==> src/hdl/dsd_pkg.sv <==
// Shared types, constants and register codes for the depth sort block.
`default_nettype none
package dsd_pkg;

   // Field widths
   localparam int COORD_BITS  = 16;
   localparam int DIST_BITS   = 34;
   localparam int SLOT_BITS   = 6;
   localparam int CSR_IDX_BITS = 2;
   localparam int ABS_KEEP    = 17;
   localparam int MAX_POINTS_DEFAULT = 64;

   localparam logic [DIST_BITS-1:0] DIST_MAX = {DIST_BITS{1'b1}};

   // Register indexes
   localparam logic [CSR_IDX_BITS-1:0] CSR_CENTER_X = 2'd0;
   localparam logic [CSR_IDX_BITS-1:0] CSR_CENTER_Y = 2'd1;
   localparam logic [CSR_IDX_BITS-1:0] CSR_CENTER_Z = 2'd2;

   typedef struct packed {
      logic signed [COORD_BITS-1:0] pos_x;
      logic signed [COORD_BITS-1:0] pos_y;
      logic signed [COORD_BITS-1:0] pos_z;
      logic                         batch_end;
   } req_type;

   typedef struct packed {
      logic [SLOT_BITS-1:0] slot;
      logic [DIST_BITS-1:0] dist_sq;
      logic                 overflow;
      logic                 run_end;
   } rsp_type;

   // One sorted entry held by a cell
   typedef struct packed {
      logic [SLOT_BITS-1:0] slot;
      logic [DIST_BITS-1:0] key;
   } entry_type;

   // Broadcast control for the cell row
   typedef struct packed {
      logic      insert;
      logic      shift;
      entry_type fresh;
   } cell_ctl_type;

   // Result of the distance pipeline
   typedef struct packed {
      logic                 valid;
      logic                 last;
      logic [DIST_BITS-1:0] dist_sq;
   } dist_out_type;

endpackage
`default_nettype wire

==> src/hdl/dsd_cell.sv <==
// One cell of the insertion sorter row: holds an entry, inserts or shifts.
`default_nettype none
module dsd_cell #(
   parameter int INDEX  = 0,
   parameter int FILL_W = 7
) (
   input  wire logic                 clock,
   input  wire dsd_pkg::cell_ctl_type ctl,
   input  wire logic [FILL_W-1:0]    fill,
   input  wire dsd_pkg::entry_type   left_entry,
   input  wire logic                 left_keep,
   input  wire dsd_pkg::entry_type   right_entry,
   output dsd_pkg::entry_type        entry,
   output logic                      keep
);

   dsd_pkg::entry_type entry_ff, entry_in;

   // Keep the held entry if it is occupied and not nearer than the new point
   assign keep = (fill > FILL_W'(INDEX)) && (entry_ff.key >= ctl.fresh.key);

   always_comb begin
      entry_in = entry_ff;
      if (ctl.insert) begin
         if (!keep) begin
            entry_in = left_keep ? ctl.fresh : left_entry;
         end
      end else if (ctl.shift) begin
         entry_in = right_entry;
      end
   end

   always_ff @(posedge clock) begin
      entry_ff <= entry_in;
   end

   assign entry = entry_ff;

endmodule
`default_nettype wire
==> config.mk <==
export PLATFORM = sky130hd
export DESIGN_NAME = dsd_cell
export DESIGN_NICKNAME = d
export VERILOG_FILES = /design/src/hdl/dsd_pkg.sv /design/src/hdl/dsd_cell.sv
export SDC_FILE = /design/constraint.sdc
export NUM_CORES = 1
export LEC_CHECK = 0
export CAP_MARGIN = 10
export CORE_MARGIN = 2
export CORE_UTILIZATION = 55
export CTS_BUF_LIST = sky130_fd_sc_hd__clkbuf_2
export DETAILED_ROUTE_END_ITERATION = 8
export DONT_BUFFER_PORTS = 1
export HOLD_SLACK_MARGIN = 0.02
export PLACE_DENSITY_LB_ADDON = 0.1
export REMOVE_ABC_BUFFERS = 1
export SLEW_MARGIN = 20
export SYNTH_ARGS = -nofsm -noshare
export SYNTH_HDL_FRONTEND = slang
export SYNTH_SLANG_ARGS = --single-unit
==> constraint.sdc <==
create_clock -name clock -period 2.8 [get_ports clock]
set_input_delay 0.14 -clock clock [delete_from_list [all_inputs] [get_ports clock]]
set_output_delay 0.14 -clock clock [all_outputs]
set_load 0.03 [all_outputs]
# After elaboration in Yosys (flattened, before gate mapping)
# Cells that the tools add are included.
[totals]
output_inout_bits = 41
ff_bits = 40
word_cells = 12
[classes]
mux = 4
n_lt_le_gt_ge = 2
n_eq_ne = 1
reduce_logical = 3
[op_table]
columns = ["operator", "count"]
rows = [
  ["2-to-1 mux 40 bit", 4],
  ["greater-or-equal comparator 34 bit", 1],
  ["> comparator 7 x 1 -> 1 bit, second input constant", 1],
  ["inequality test 2 bit, second input constant", 1],
  ["AND reduction 2 bit", 1],
  ["nonzero test 2 bit", 1],
  ["logical AND 1 bit", 1],
]

# Depth between registers and ports, before layout
[logic_depth]
ltp_word = 4
ltp_mapped = 7

# Least setup slack after synthesis
# Ideal clock, no wire load.
[synth_path]
kind = "flip-flop to flip-flop"
start = "reg entry_ff, in the netlist entry[32]"
end = "reg entry_ff, in the netlist entry[0] (enable)"
synth_period_minus_slack_ps = 2999
required_ps = 2400
arrival_time_ps = 2599
slack_ps = -199
stages_incl_launch_ff = 7
path_cell_list = "edfxtp_1 ha_1 a21oi_1 nand2_1 a221o_1 nor3_1 a31o_1"
[synth_between]
elab_chain_len = 4
[synth_lines]
columns = ["element", "line_no", "text"]
rows = [
  ["start: declaration", "dsd_cell.sv:17", "dsd_pkg::entry_type entry_ff, entry_in;"],
  ["start signal: assignment", "dsd_cell.sv:34", "entry_ff <= entry_in;"],
  ["greater-or-equal comparator 34 bit", "dsd_cell.sv:20", "assign keep = (fill > FILL_W'(INDEX)) && (entry_ff.key >= ctl.fresh.key);"],
  ["logical AND 1 bit", "dsd_cell.sv:20", ""],
  ["inequality test 2 bit (no line)", "-", ""],
  ["AND reduction 2 bit (no line)", "-", ""],
]
# Every way passes these cells.
# A chain may end at the register's enable or synchronous reset.

# Final worst setup path
[layout_path]
start = "reg entry_ff, in the netlist entry[31]"
end = "reg entry_ff, in the netlist entry[5] (enable)"
# The elaborated chain is that of the path after synthesis.

==> results.tsv <==
stage	metric	value	unit
logic_synthesis	warnings from Yosys	0	
grt	GRT Total Usage	26.5	%
critical_path	Setup Crit Path Kind	reg2reg	
layout	Final Net Count	580	
timing	worst rel slew slack	57.9	%
critical_path	crit path launch type	register	
critical_path	Critical R2R Capture	entry[5]	
floorplanning	Core Area	5110	um^2
floorplanning	Die X	76.6	um
grt	total global routing overflow	0	
timing	Slew Limit Fails	0	
logic_synthesis	Seq/Total Area, Yosys	41.4	%
critical_path	Worst setup EP type	register	
floorplanning	io pins	172	
floorplanning	Starting Density	56.8	%
drt	routed length on met2	4550	um
floorplanning	chip height	76.6	um
critical_path	worst setup path end	entry[5]	
clock_tree	worst skew pair latency	0.40	ns
power	Clock power frac	15.5	%
logic_synthesis	Post-Syn Area per Cell	9.67	um^2
power	Seq pwr share	47.3	%
grt	largest net degree at the start of global routing	79	
logic_synthesis	share of the synthesized area in the top cell type	41.4	%
drt	Remaining DRCs	0	
power	combinational power share	37.2	%
critical_path	FF-to-FF path depth	7	
power	PwrDens	407	nW/um^2
drt	met3 WL post-DR	622	um
grt	first-pass GRT wire length	12300	um
power	Int Pwr	1.12	mW
drt	DR iter-0 viols	101	
power	Overall Power	1.70	mW
critical_path	Critical Path RT	2.91	ns
drt	Vias	2711	
grt	vias in the first global route	2718	
power	VDD IR max	0.280	mV
timing	Worst-Margin Slew	0.625	ns
drt	met1 wire length	3150	um
timing	Final setup viols	0	
drt	DR WL/cell	17.6	um
flow_run	MaxCap Viol Count	0	
layout	Area Growth Syn to Fin	43.8	%
placed_design	GP Congestion	0.764	
critical_path	crit path max fanout	40	
clock_tree	H-tree depth	2	
power	Sw Share	34.3	%
power	sw power	0.583	mW
clock_tree	TritonCTS clock tree	built	
layout	Final Instance Area	4170	um^2
logic_synthesis	Cell Area, Synth	2900	um^2
placed_design	hpwl dp	4970	um
placed_design	port bufs	0	
layout	commonest cells after routing, fill and taps aside	dlygate4sd3_1, a21oi_1, nor2_1, buf_4	
layout	share of cells above drive strength 1	14.4	%
timing	unrepaired setup endpoints after global routing	yes	
timing	min Tclk post-route	2.71	ns
layout	max reg flops	40	
layout	# diodes	0	
grt	initial antenna violation count	0	
power	Leak	1.87	nW
critical_path	arrival time at the worst endpoint	2.82	ns
drt	drt first pass iters	5	
floorplanning	Site Rows	26	
critical_path	reg2reg start	entry[31]	
floorplanning	die area	5870	um^2
hold_path	Hold Crit Class	in2reg	
clock_tree	CTS Sinks	40	
timing	Final Hold Violating Endpoints	0	
logic_synthesis	cell count after synthesis	300	
layout	most common cell after layout, fill and taps aside	dlygate4sd3_1	
critical_path	FF-to-FF setup slack	0.09	ns
layout	Util after Layout	81.7	%
logic_synthesis	flop and latch count out of synthesis	40	
placed_design	DP Area	3230	um^2
drt	drt total wl	8560	um
clock_tree	clk slew on worst S/H paths	0.21	ns
critical_path	Critical path origin	entry[31]	
clock_tree	clock tree buffer depth	2	
logic_synthesis	post-synthesis cell type count	27	
logic_synthesis	top post-synthesis cells by area	edfxtp_1, ha_1, mux2i_1, a21oi_1, nor2_1	
timing	Final period util	96.8	%
drt	DR vias/cell	5.58	
timing	Final Skew	0.0164	ns
run_status	status	completed	
drt	Routed Antenna Nets	0	
drt	highest routed layer	met4	
logic_synthesis	area leader, netlist	edfxtp_1	
clock_tree	TritonCTS Buffers	5	
placed_design	Place WS	-0.0571	ns
timing	fmax	369	MHz
timing	setup ws final	0.0890	ns
clock_tree	CTS root buffer	clkbuf_2	
## worst min-delay path by stage
stage	startpoint	to	slack [ns]	cells past startpoint
2_1_floorplan	ctl[41]	entry[0]	0.35	1
3_3_place_gp	ctl[41]	entry[18]	0.36	1
3_5_place_dp	ctl[41]	entry[33]	0.36	1
4_1_cts	left_entry[26]	entry[26]	0.02	2
5_1_grt	left_entry[6]	entry[6]	0.02	2
6_report	left_entry[19]	entry[19]	0.04	2
## timing repair
item,in CTS,in global routing
resized for setup,1,7
hold buffers,64,15
pin swaps,0,4
endpoints found under the setup margin,40,1
buffers inserted,0,3
endpoints found under the hold margin,40,8
## metrics by stage
| stage | hold WS [ns] | setup TNS, ns | cells |
|---|---|---|---|
| 6_report | 0.0424 | 0 | 486 |
| 3_3_place_gp | 0.355 | 0 | 396 |
| 4_1_cts | 0.0223 | 0 | 468 |
| 3_5_place_dp | 0.360 | -2.23 | 396 |
| 5_1_grt | 0.0239 | -0.0408 | 486 |
| 2_1_floorplan | 0.347 | -7.96 | 286 |
## power groups by stage
stage	clock network (mW)	logic, mW	registers [mW]
after floorplan	0	0.221	0.916
after global placement	0	0.470	0.811
after detailed placement	0	0.477	0.816
after CTS	0.264	0.582	0.801
after global routing	0.287	0.687	0.811
final	0.263	0.632	0.805
## layer usage
layer | global-route usage [%] | vias up
met5 | 0 | -
met4 | 10.4 | 0
met3 | 7.23 | 22
met2 | 48.3 | 131
met1 | 29.0 | 1243
li1 | - | 1315
## worst max-delay path, cell delays in order, from the launching register on
cell      delay, ns
edfxtp_1       0.48
ha_4           0.30
nand4_2        0.11
buf_4          0.16
or4_1          0.53
o211a_1        0.27
buf_4          0.14
a31o_4         0.42
## cell type report
class	instances	area, um^2
multi-input cells	211	1580
flip-flops and latches	40	1200
repair buffers	122	1130
fillers	326	935
inverters	35	131
well taps	70	87.6
clock buffers	7	35.0
clock inverters	1	3.75
## logic make-up after synthesis
kind of cell    Yosys count  synth area share [%]
flops                    40                  41.4
simple gates             69                  10.7
mux                      41                  14.2
fa+ha+maj                34                  14.7
buf+inv                  49                  6.51
compound gates           67                  12.6
## synthesized netlist by cell type
| cell | instances |
|---|---|
| a21o_1 | 2 |
| mux2i_1 | 40 |
| a22oi_1 | 1 |
| nand4_1 | 6 |
| buf_2 | 4 |
| a31o_1 | 1 |
| nor3_1 | 3 |
| nor3b_1 | 1 |
| a21oi_1 | 53 |
| o21ai_0 | 5 |
| inv_1 | 35 |
| o211a_1 | 1 |
| a221o_1 | 1 |
| buf_1 | 5 |
| ha_1 | 34 |
| or4_1 | 2 |
| nor4_1 | 3 |
| a211oi_1 | 1 |
| clkbuf_1 | 5 |
| edfxtp_1 | 40 |
| nand3_1 | 3 |
| a2111oi_0 | 1 |
| nand2_1 | 7 |
| nor2_1 | 43 |
| nand4_2 | 1 |
| o211ai_1 | 1 |
| mux2_2 | 1 |
Note: power is estimated with default switching activity, not from simulation.
