<file path="src/hdl/dsd_pkg.sv">
// Shared types, constants and register codes for the depth sort block.
`default_nettype none
package dsd_pkg;

   // Field widths
   localparam int COORD_BITS  = 16;
   localparam int DIST_BITS   = 34;
   localparam int SLOT_BITS   = 6;
   localparam int CSR_IDX_BITS = 2;
   localparam int ABS_KEEP    = 17;
   localparam int MAX_POINTS_DEFAULT = 64;

   localparam logic [DIST_BITS-1:0] DIST_MAX = {DIST_BITS{1'b1}};

   // Register indexes
   localparam logic [CSR_IDX_BITS-1:0] CSR_CENTER_X = 2'd0;
   localparam logic [CSR_IDX_BITS-1:0] CSR_CENTER_Y = 2'd1;
   localparam logic [CSR_IDX_BITS-1:0] CSR_CENTER_Z = 2'd2;

   typedef struct packed {
      logic signed [COORD_BITS-1:0] pos_x;
      logic signed [COORD_BITS-1:0] pos_y;
      logic signed [COORD_BITS-1:0] pos_z;
      logic                         batch_end;
   } req_type;

   typedef struct packed {
      logic [SLOT_BITS-1:0] slot;
      logic [DIST_BITS-1:0] dist_sq;
      logic                 overflow;
      logic                 run_end;
   } rsp_type;

   // One sorted entry held by a cell
   typedef struct packed {
      logic [SLOT_BITS-1:0] slot;
      logic [DIST_BITS-1:0] key;
   } entry_type;

   // Broadcast control for the cell row
   typedef struct packed {
      logic      insert;
      logic      shift;
      entry_type fresh;
   } cell_ctl_type;

   // Result of the distance pipeline
   typedef struct packed {
      logic                 valid;
      logic                 last;
      logic [DIST_BITS-1:0] dist_sq;
   } dist_out_type;

endpackage
`default_nettype wire

</file>
<file path="src/hdl/dsd_dist.sv">
// Three-stage pipeline computing the saturated squared distance of one point.
`default_nettype none
module dsd_dist (
   input  wire logic                 clock,
   input  wire logic                 reset,
   input  wire logic                 in_valid,
   input  wire dsd_pkg::req_type     in_data,
   input  wire logic signed [dsd_pkg::COORD_BITS-1:0] center_x,
   input  wire logic signed [dsd_pkg::COORD_BITS-1:0] center_y,
   input  wire logic signed [dsd_pkg::COORD_BITS-1:0] center_z,
   output dsd_pkg::dist_out_type     out
);

   localparam int DW = dsd_pkg::DIST_BITS;
   localparam int AW = dsd_pkg::ABS_KEEP;

   logic signed [dsd_pkg::COORD_BITS-1:0] pos [3];
   logic signed [dsd_pkg::COORD_BITS-1:0] cen [3];
   logic signed [DW-1:0] diff [3];
   logic        [DW-1:0] mag  [3];

   logic          s1_valid_ff, s1_valid_in;
   logic          s1_last_ff;
   logic [AW-1:0] s1_abs_ff [3];
   logic          s1_big_ff [3];

   logic          s2_valid_ff;
   logic          s2_last_ff;
   logic [DW-1:0] s2_sq_ff [3];

   logic          s3_valid_ff;
   logic          s3_last_ff;
   logic [DW-1:0] s3_dist_ff;

   logic [DW+1:0] sum_wide;

   assign pos[0] = in_data.pos_x;
   assign pos[1] = in_data.pos_y;
   assign pos[2] = in_data.pos_z;
   assign cen[0] = center_x;
   assign cen[1] = center_y;
   assign cen[2] = center_z;
   assign s1_valid_in = in_valid;

   // Sign-extend, subtract and take the magnitude per axis
   always_comb begin
      for (int a = 0; a < 3; a++) begin
         diff[a] = DW'(pos[a]) - DW'(cen[a]);
         mag[a]  = diff[a][DW-1] ? DW'(-diff[a]) : DW'(diff[a]);
      end
   end

   // Stage 1: magnitudes and saturation flags
   always_ff @(posedge clock) begin
      if (reset) begin
         s1_valid_ff <= 1'b0;
      end else begin
         s1_valid_ff <= s1_valid_in;
      end
      s1_last_ff <= in_data.batch_end;
      for (int a = 0; a < 3; a++) begin
         s1_abs_ff[a] <= mag[a][AW-1:0];
         s1_big_ff[a] <= |mag[a][DW-1:AW];
      end
   end

   // Stage 2: 17x17 square per axis (zero-extended, full product), or DIST_MAX if saturated
   always_ff @(posedge clock) begin
      if (reset) begin
         s2_valid_ff <= 1'b0;
      end else begin
         s2_valid_ff <= s1_valid_ff;
      end
      s2_last_ff <= s1_last_ff;
      for (int a = 0; a < 3; a++) begin
         s2_sq_ff[a] <= s1_big_ff[a] ? dsd_pkg::DIST_MAX
                                     : DW'(s1_abs_ff[a]) * DW'(s1_abs_ff[a]);
      end
   end

   // Stage 3: sum and clamp
   assign sum_wide = {2'b00, s2_sq_ff[0]} + {2'b00, s2_sq_ff[1]} + {2'b00, s2_sq_ff[2]};

   always_ff @(posedge clock) begin
      if (reset) begin
         s3_valid_ff <= 1'b0;
      end else begin
         s3_valid_ff <= s2_valid_ff;
      end
      s3_last_ff <= s2_last_ff;
      s3_dist_ff <= (sum_wide > {2'b00, dsd_pkg::DIST_MAX}) ? dsd_pkg::DIST_MAX
                                                            : sum_wide[DW-1:0];
   end

   assign out.valid   = s3_valid_ff;
   assign out.last    = s3_last_ff;
   assign out.dist_sq = s3_dist_ff;

endmodule
`default_nettype wire

</file>
<file path="config.mk">
export PLATFORM = sky130hd
export DESIGN_NAME = dsd_dist
export DESIGN_NICKNAME = d
export VERILOG_FILES = /design/src/hdl/dsd_pkg.sv /design/src/hdl/dsd_dist.sv
export SDC_FILE = /design/constraint.sdc
export NUM_CORES = 2
export LEC_CHECK = 0
export BUFFER_PORTS_ARGS = -buffer_cell sky130_fd_sc_hd__buf_2
export CAP_MARGIN = 20
export CORE_ASPECT_RATIO = 0.8
export CORE_MARGIN = 1
export CORE_UTILIZATION = 30
export CTS_CLUSTER_SIZE = 20
export DETAILED_ROUTE_END_ITERATION = 10
export PLACE_DENSITY = 0.55
export SLEW_MARGIN = 0
export SYNTH_ARGS = -nofsm -noshare
export SYNTH_HDL_FRONTEND = slang
export SYNTH_SLANG_ARGS = --single-unit
</file>
<file path="constraint.sdc">
create_clock -name clock -period 20.5 [get_ports clock]
set_clock_uncertainty 0.1 [all_clocks]
set_input_delay 1.025 -clock clock [delete_from_list [all_inputs] [get_ports clock]]
set_output_delay 1.025 -clock clock [all_outputs]
set_load 0.01 [all_outputs]
</file>
# == Word-level counts from Yosys, hierarchy flattened ==
# Memory sizes are Yosys's and may differ from the RTL's.
# Index checks and enable logic that the tools add are counted.
# op_classes
n_reduce_logical,3
mux,6
multipliers,3
add_sub_neg,8
order_cmp,1
# op_table
op,n
34-bit 2-to-1 mux,6
17-bit by 17-bit multiplier with 34-bit output,3
17-bit negator with 34-bit output,3
17-bit OR reduction,3
16-bit by 16-bit subtractor with 17-bit output,3
36-bit by 34-bit adder with 36-bit output,1
36-bit by 34-bit > comparator with 1-bit output (second input constant),1
34-bit by 34-bit adder with 35-bit output,1
# word_totals
inputBits,100
n_memories,3
output_inout_bits,36
mem_bits_rw,156
ff_bits,40
word_cells,31
# mem_list
name,depth,width,rd,rd_ports_with_merged_regs,write_ports,line,rtl
s2_sq_ff,3,34,3,0,3,dsd_dist.sv:29,logic [DW-1:0] s2_sq_ff [3];
s1_abs_ff,3,17,3,0,3,dsd_dist.sv:24,logic [AW-1:0] s1_abs_ff [3];
s1_big_ff,3,1,3,0,3,dsd_dist.sv:25,logic s1_big_ff [3];

# == Logic depth before layout (Yosys ltp) ==
# logic_depth
word_depth,4
depth_mapped,28

# == Worst setup path after synthesis ==
# Ideal clock, no wire load.
# synth_path
path_type,reg2reg
startpoint,memory s1_abs_ff[0][14] (netlist name)
endpoint,memory s2_sq_ff[0][26] (netlist name)
setup_ns,0.117
arrival_time_ns,6.236
n_path_buf,2
period_less_slack_ns,6.453
required_ns,20.283
path_stages_with_launch,25
path_slack_ns,14.047
path_cell_list,dfxtp_1 clkbuf_1 clkbuf_1 nand2_1 fa_1 inv_1 fa_1 inv_1 fa_1 fa_1 inv_1 fa_1 inv_1 fa_1 inv_1 ha_1 a21o_1 a21o_1 a21o_1 a221o_1 a31o_1 a2111oi_2 o21ai_1 xnor2_1 nand2b_1
# synth_lines
item,line
from (decl),dsd_dist.sv:24
to (decl),dsd_dist.sv:29

==> impl_results.md <==
- HPWL after detailed placement: 70950 µm
- Cts bufs inserted: 17
- Port Buf Inserts: 135
- Synth Warn #: 0
- Setup TNS: 0 ns
- Starting Density: 30.46%
- Final worst setup slack: 13.16 ns
- Final Max Slew Viols: 0
- Synth Instances: 4081
- # clock sinks: 196
- R2r setup slk: 13.16 ns
- Worst Reg-to-Reg Cells: 23
- CP most frequent cell: fa_1
- TritonCTS clock tree: yes
- Post-CTS Resized: 0
- Pre-antenna DRT Iters: 7
- DRT Wirelength: 83000 µm
- Synth Cell Area: 35770 µm²
- IO Pins: 136
- Hold WC Path Type: register to register
- Final nets: 5277
- DRC viols: 0
- Syn nets: 5207
- Drt wl/cell: 14.55 µm
- Crit Path Max Fanout: 17
- Sequential-to-total area share from yosys stat: 10.97%
- Max Fclk: 136.2 MHz
- Routed Antenna Nets: 0
- Slowest CP cell: dfxtp_1
- Minimum clock period: 7.345 ns
- Fin crit share: 35.83%
- Worst-path cell chain: inv_1, nor2_1, fa_1, fa_1, inv_1, fa_1, inv_1, fa_1, inv_1, fa_1, inv_1, fa_1, ha_1, nand3_1, nor2_1, nand3_1, o21ai_0, a41oi_1, o211ai_1, nor4_1, nor3_1, o21ai_0, a21o_1
- Largest net degree at the start of global routing: 36
- Number of synthesized flops with an enable pin: 0
- Initial antenna violation count: 0
- Hold-fix buffers, CTS: 0
- Clk_lat worst skew: 0.51 ns
- Endpoints failing hold: 0
- Rel. slew slack: 34.85%
- Layout cell share with drive strength beyond 1: 5.500%
- Worst EP arrival: 7.65 ns
- Fillers: 12340
- Bufs and invs on worst path: 5
- Sequential cell area: 3924 µm²
- Hold depth: 0
- WS Path Type: register to register
- Vias after detailed routing: 25850
- Worst r2r src: s1_abs_ff[0][39]
- Pre-CTS WS: 13.33 ns
- Max clock buf depth: 2
- Row count: 112
- Vias in the first global route: 26640
- GPL Wtd Cong: 0.8762
- Worst Setup End Kind: register
- Crit path max-delay family: adder cells
- Worst-Margin Slew: 0.9759 ns
- HP Start: s2_last_ff
- Die Y: 310.8 µm
- Area of the multi-input gates: 27780 µm²
- Main synth FF type: dfxtp_1
- Worst EP required: 20.80 ns
- Total gr overflow: 0
- Status: complete, no violations
- Final setup fails: 0
- Yosys reg bits: 196
- Crit Reg-Reg Endpoint: s2_sq_ff[0][101]
- Clock transition at the registers of the reported paths: 0.09 ns
- Slowest stage delay, CP: 0.76 ns
- Die ar.: 120600 µm²
- Worst hold endpoint: s3_last_ff
- CTS root buffer: clkbuf_16
- Worst Setup Start Kind: register
- All-Layer GR Usage: 14.30%
- Chip width: 388.0 µm
- Max-cap viol count: 0
- First-pass GRT wire length: 139100 µm
- Core area: 117400 µm²
- Drt via density: 4.532
- Area Growth Syn to Fin: 8.221%
- H-tree Lvls: 4
- Average cell area after synthesis: 8.764 µm²
- Ys async rst share: 0%
- Synth cell types: 80
- RSZ-0062 raised after global routing: false
- Post-CTS Setup Bufs: 0
- DRT iter0 DRCs: 1533
## sequential cells by signal, indices dropped and copies added (netlist names)
register	cells
s2_sq_ff	102
s1_abs_ff	51
s3_dist_ff	34
s1_big_ff	3
s1_last_ff	1
s1_valid_ff	1
s2_last_ff	1
s2_valid_ff	1
s3_last_ff	1
s3_valid_ff	1
## worst max path at each step
| stage | from | endpoint | cells after the start |
|---|---|---|---|
| 3_5_place_dp | s1_abs_ff[0][39] | s2_sq_ff[0][101] | 23 |
| 5_1_grt | s1_abs_ff[0][39] | s2_sq_ff[0][101] | 23 |
| 4_1_cts | s1_abs_ff[0][39] | s2_sq_ff[0][101] | 23 |
| 6_report | s1_abs_ff[0][39] | s2_sq_ff[0][101] | 23 |
| 3_3_place_gp | s1_abs_ff[0][7] | s2_sq_ff[0][26] | 21 |
| 2_1_floorplan | s1_abs_ff[0][14] | s2_sq_ff[0][26] | 24 |
## per-stage QoR
| stage | instances | instance area [µm²] | utilization (%) | hold slack [ns] |
|---|---|---|---|---|
| 5_1_grt | 5703 | 38700 | 32.96 | 0.2520 |
| 6_report | 5705 | 38710 | 32.96 | 0.2347 |
| 3_3_place_gp | 5671 | 38060 | 32.41 | 0.2114 |
| 3_5_place_dp | 5671 | 38060 | 32.41 | 0.2147 |
| 4_1_cts | 5703 | 38700 | 32.96 | 0.2380 |
| 2_1_floorplan | 4081 | 35770 | - | 0.2096 |
## placed cells by master (no fill, tap or decap), drive strengths merged, types with 6 or more instances in the layout
| master | count |
|---|---|
| nand2b | 106 |
| or3 | 18 |
| xor2 | 91 |
| o21a | 31 |
| fa | 584 |
| clkbuf | 17 |
| o31ai | 12 |
| a21boi | 7 |
| a2111oi | 9 |
| and2 | 141 |
| o21bai | 29 |
| o21ai | 125 |
| a211o | 7 |
| o211ai | 16 |
| nand3 | 37 |
| clkinv | 8 |
| ha | 442 |
| a31oi | 23 |
| nor4 | 8 |
| nor2b | 29 |
| or2 | 24 |
| a21oi | 144 |
| xnor2 | 133 |
| a21o | 79 |
| nand4 | 11 |
| buf | 141 |
| a211oi | 36 |
| nand2 | 371 |
| o41ai | 6 |
| dfxtp | 196 |
| a41oi | 6 |
| a31o | 10 |
| inv | 996 |
| and3 | 18 |
| nor3 | 38 |
| nor2 | 158 |
## Yosys cell counts (38+ instances only)
library cell,count,area (µm²)
inv_1,988,3709
fa_1,584,11690
ha_1,442,5530
nand2_1,371,1393
dfxtp_1,196,3924
nor2_1,158,593.1
a21oi_1,141,705.7
and2_1,141,882.1
xnor2_1,133,1165
o21ai_0,117,585.6
nand2b_1,106,663.1
xor2_1,91,797.0
clkbuf_1,81,304.0
a21o_1,79,593.1
nor3_1,38,190.2
## area by class of cell
cell class / instances / share of cell area [%]
multi-input combinational: 2806 / 71.77
clock inverter: 15 / 0.5495
clock buffer: 17 / 1.099
tap: 1539 / 4.975
inverter: 989 / 9.591
sequential: 196 / 10.14
antenna: 2 / 0.01293
timing repair buffer: 141 / 1.862
## kinds of logic (layout without fill, tap and decap cells)
logic type                 Yosys count  count (layout)  synth area share (%)
xor gates and xnor gates           224             224                 5.485
AOI/OAI and AO/OA                  575             575                 10.64
and+or+nand+nor                    975             975                 13.21
buffers and inverters             1079            1162                 11.37
DFF                                196             196                 10.97
muxes                                6               6                0.1854
adders and majority gates         1026            1026                 48.15
other                                0               2                     0
## layer usage
metal  global-route usage (%)  up-vias  share of wire [%]
li1                         -    12800                  -
met1                    21.78    12570                 52
met2                    21.19      456                 42
met3                    2.466       38                5.0
met4                    2.327        0               0.89
met5                        0        -                  0
Power is left out: the tool's default activity adds up to more than one toggle a clock period on the data nets, which glitch-free logic cannot reach.
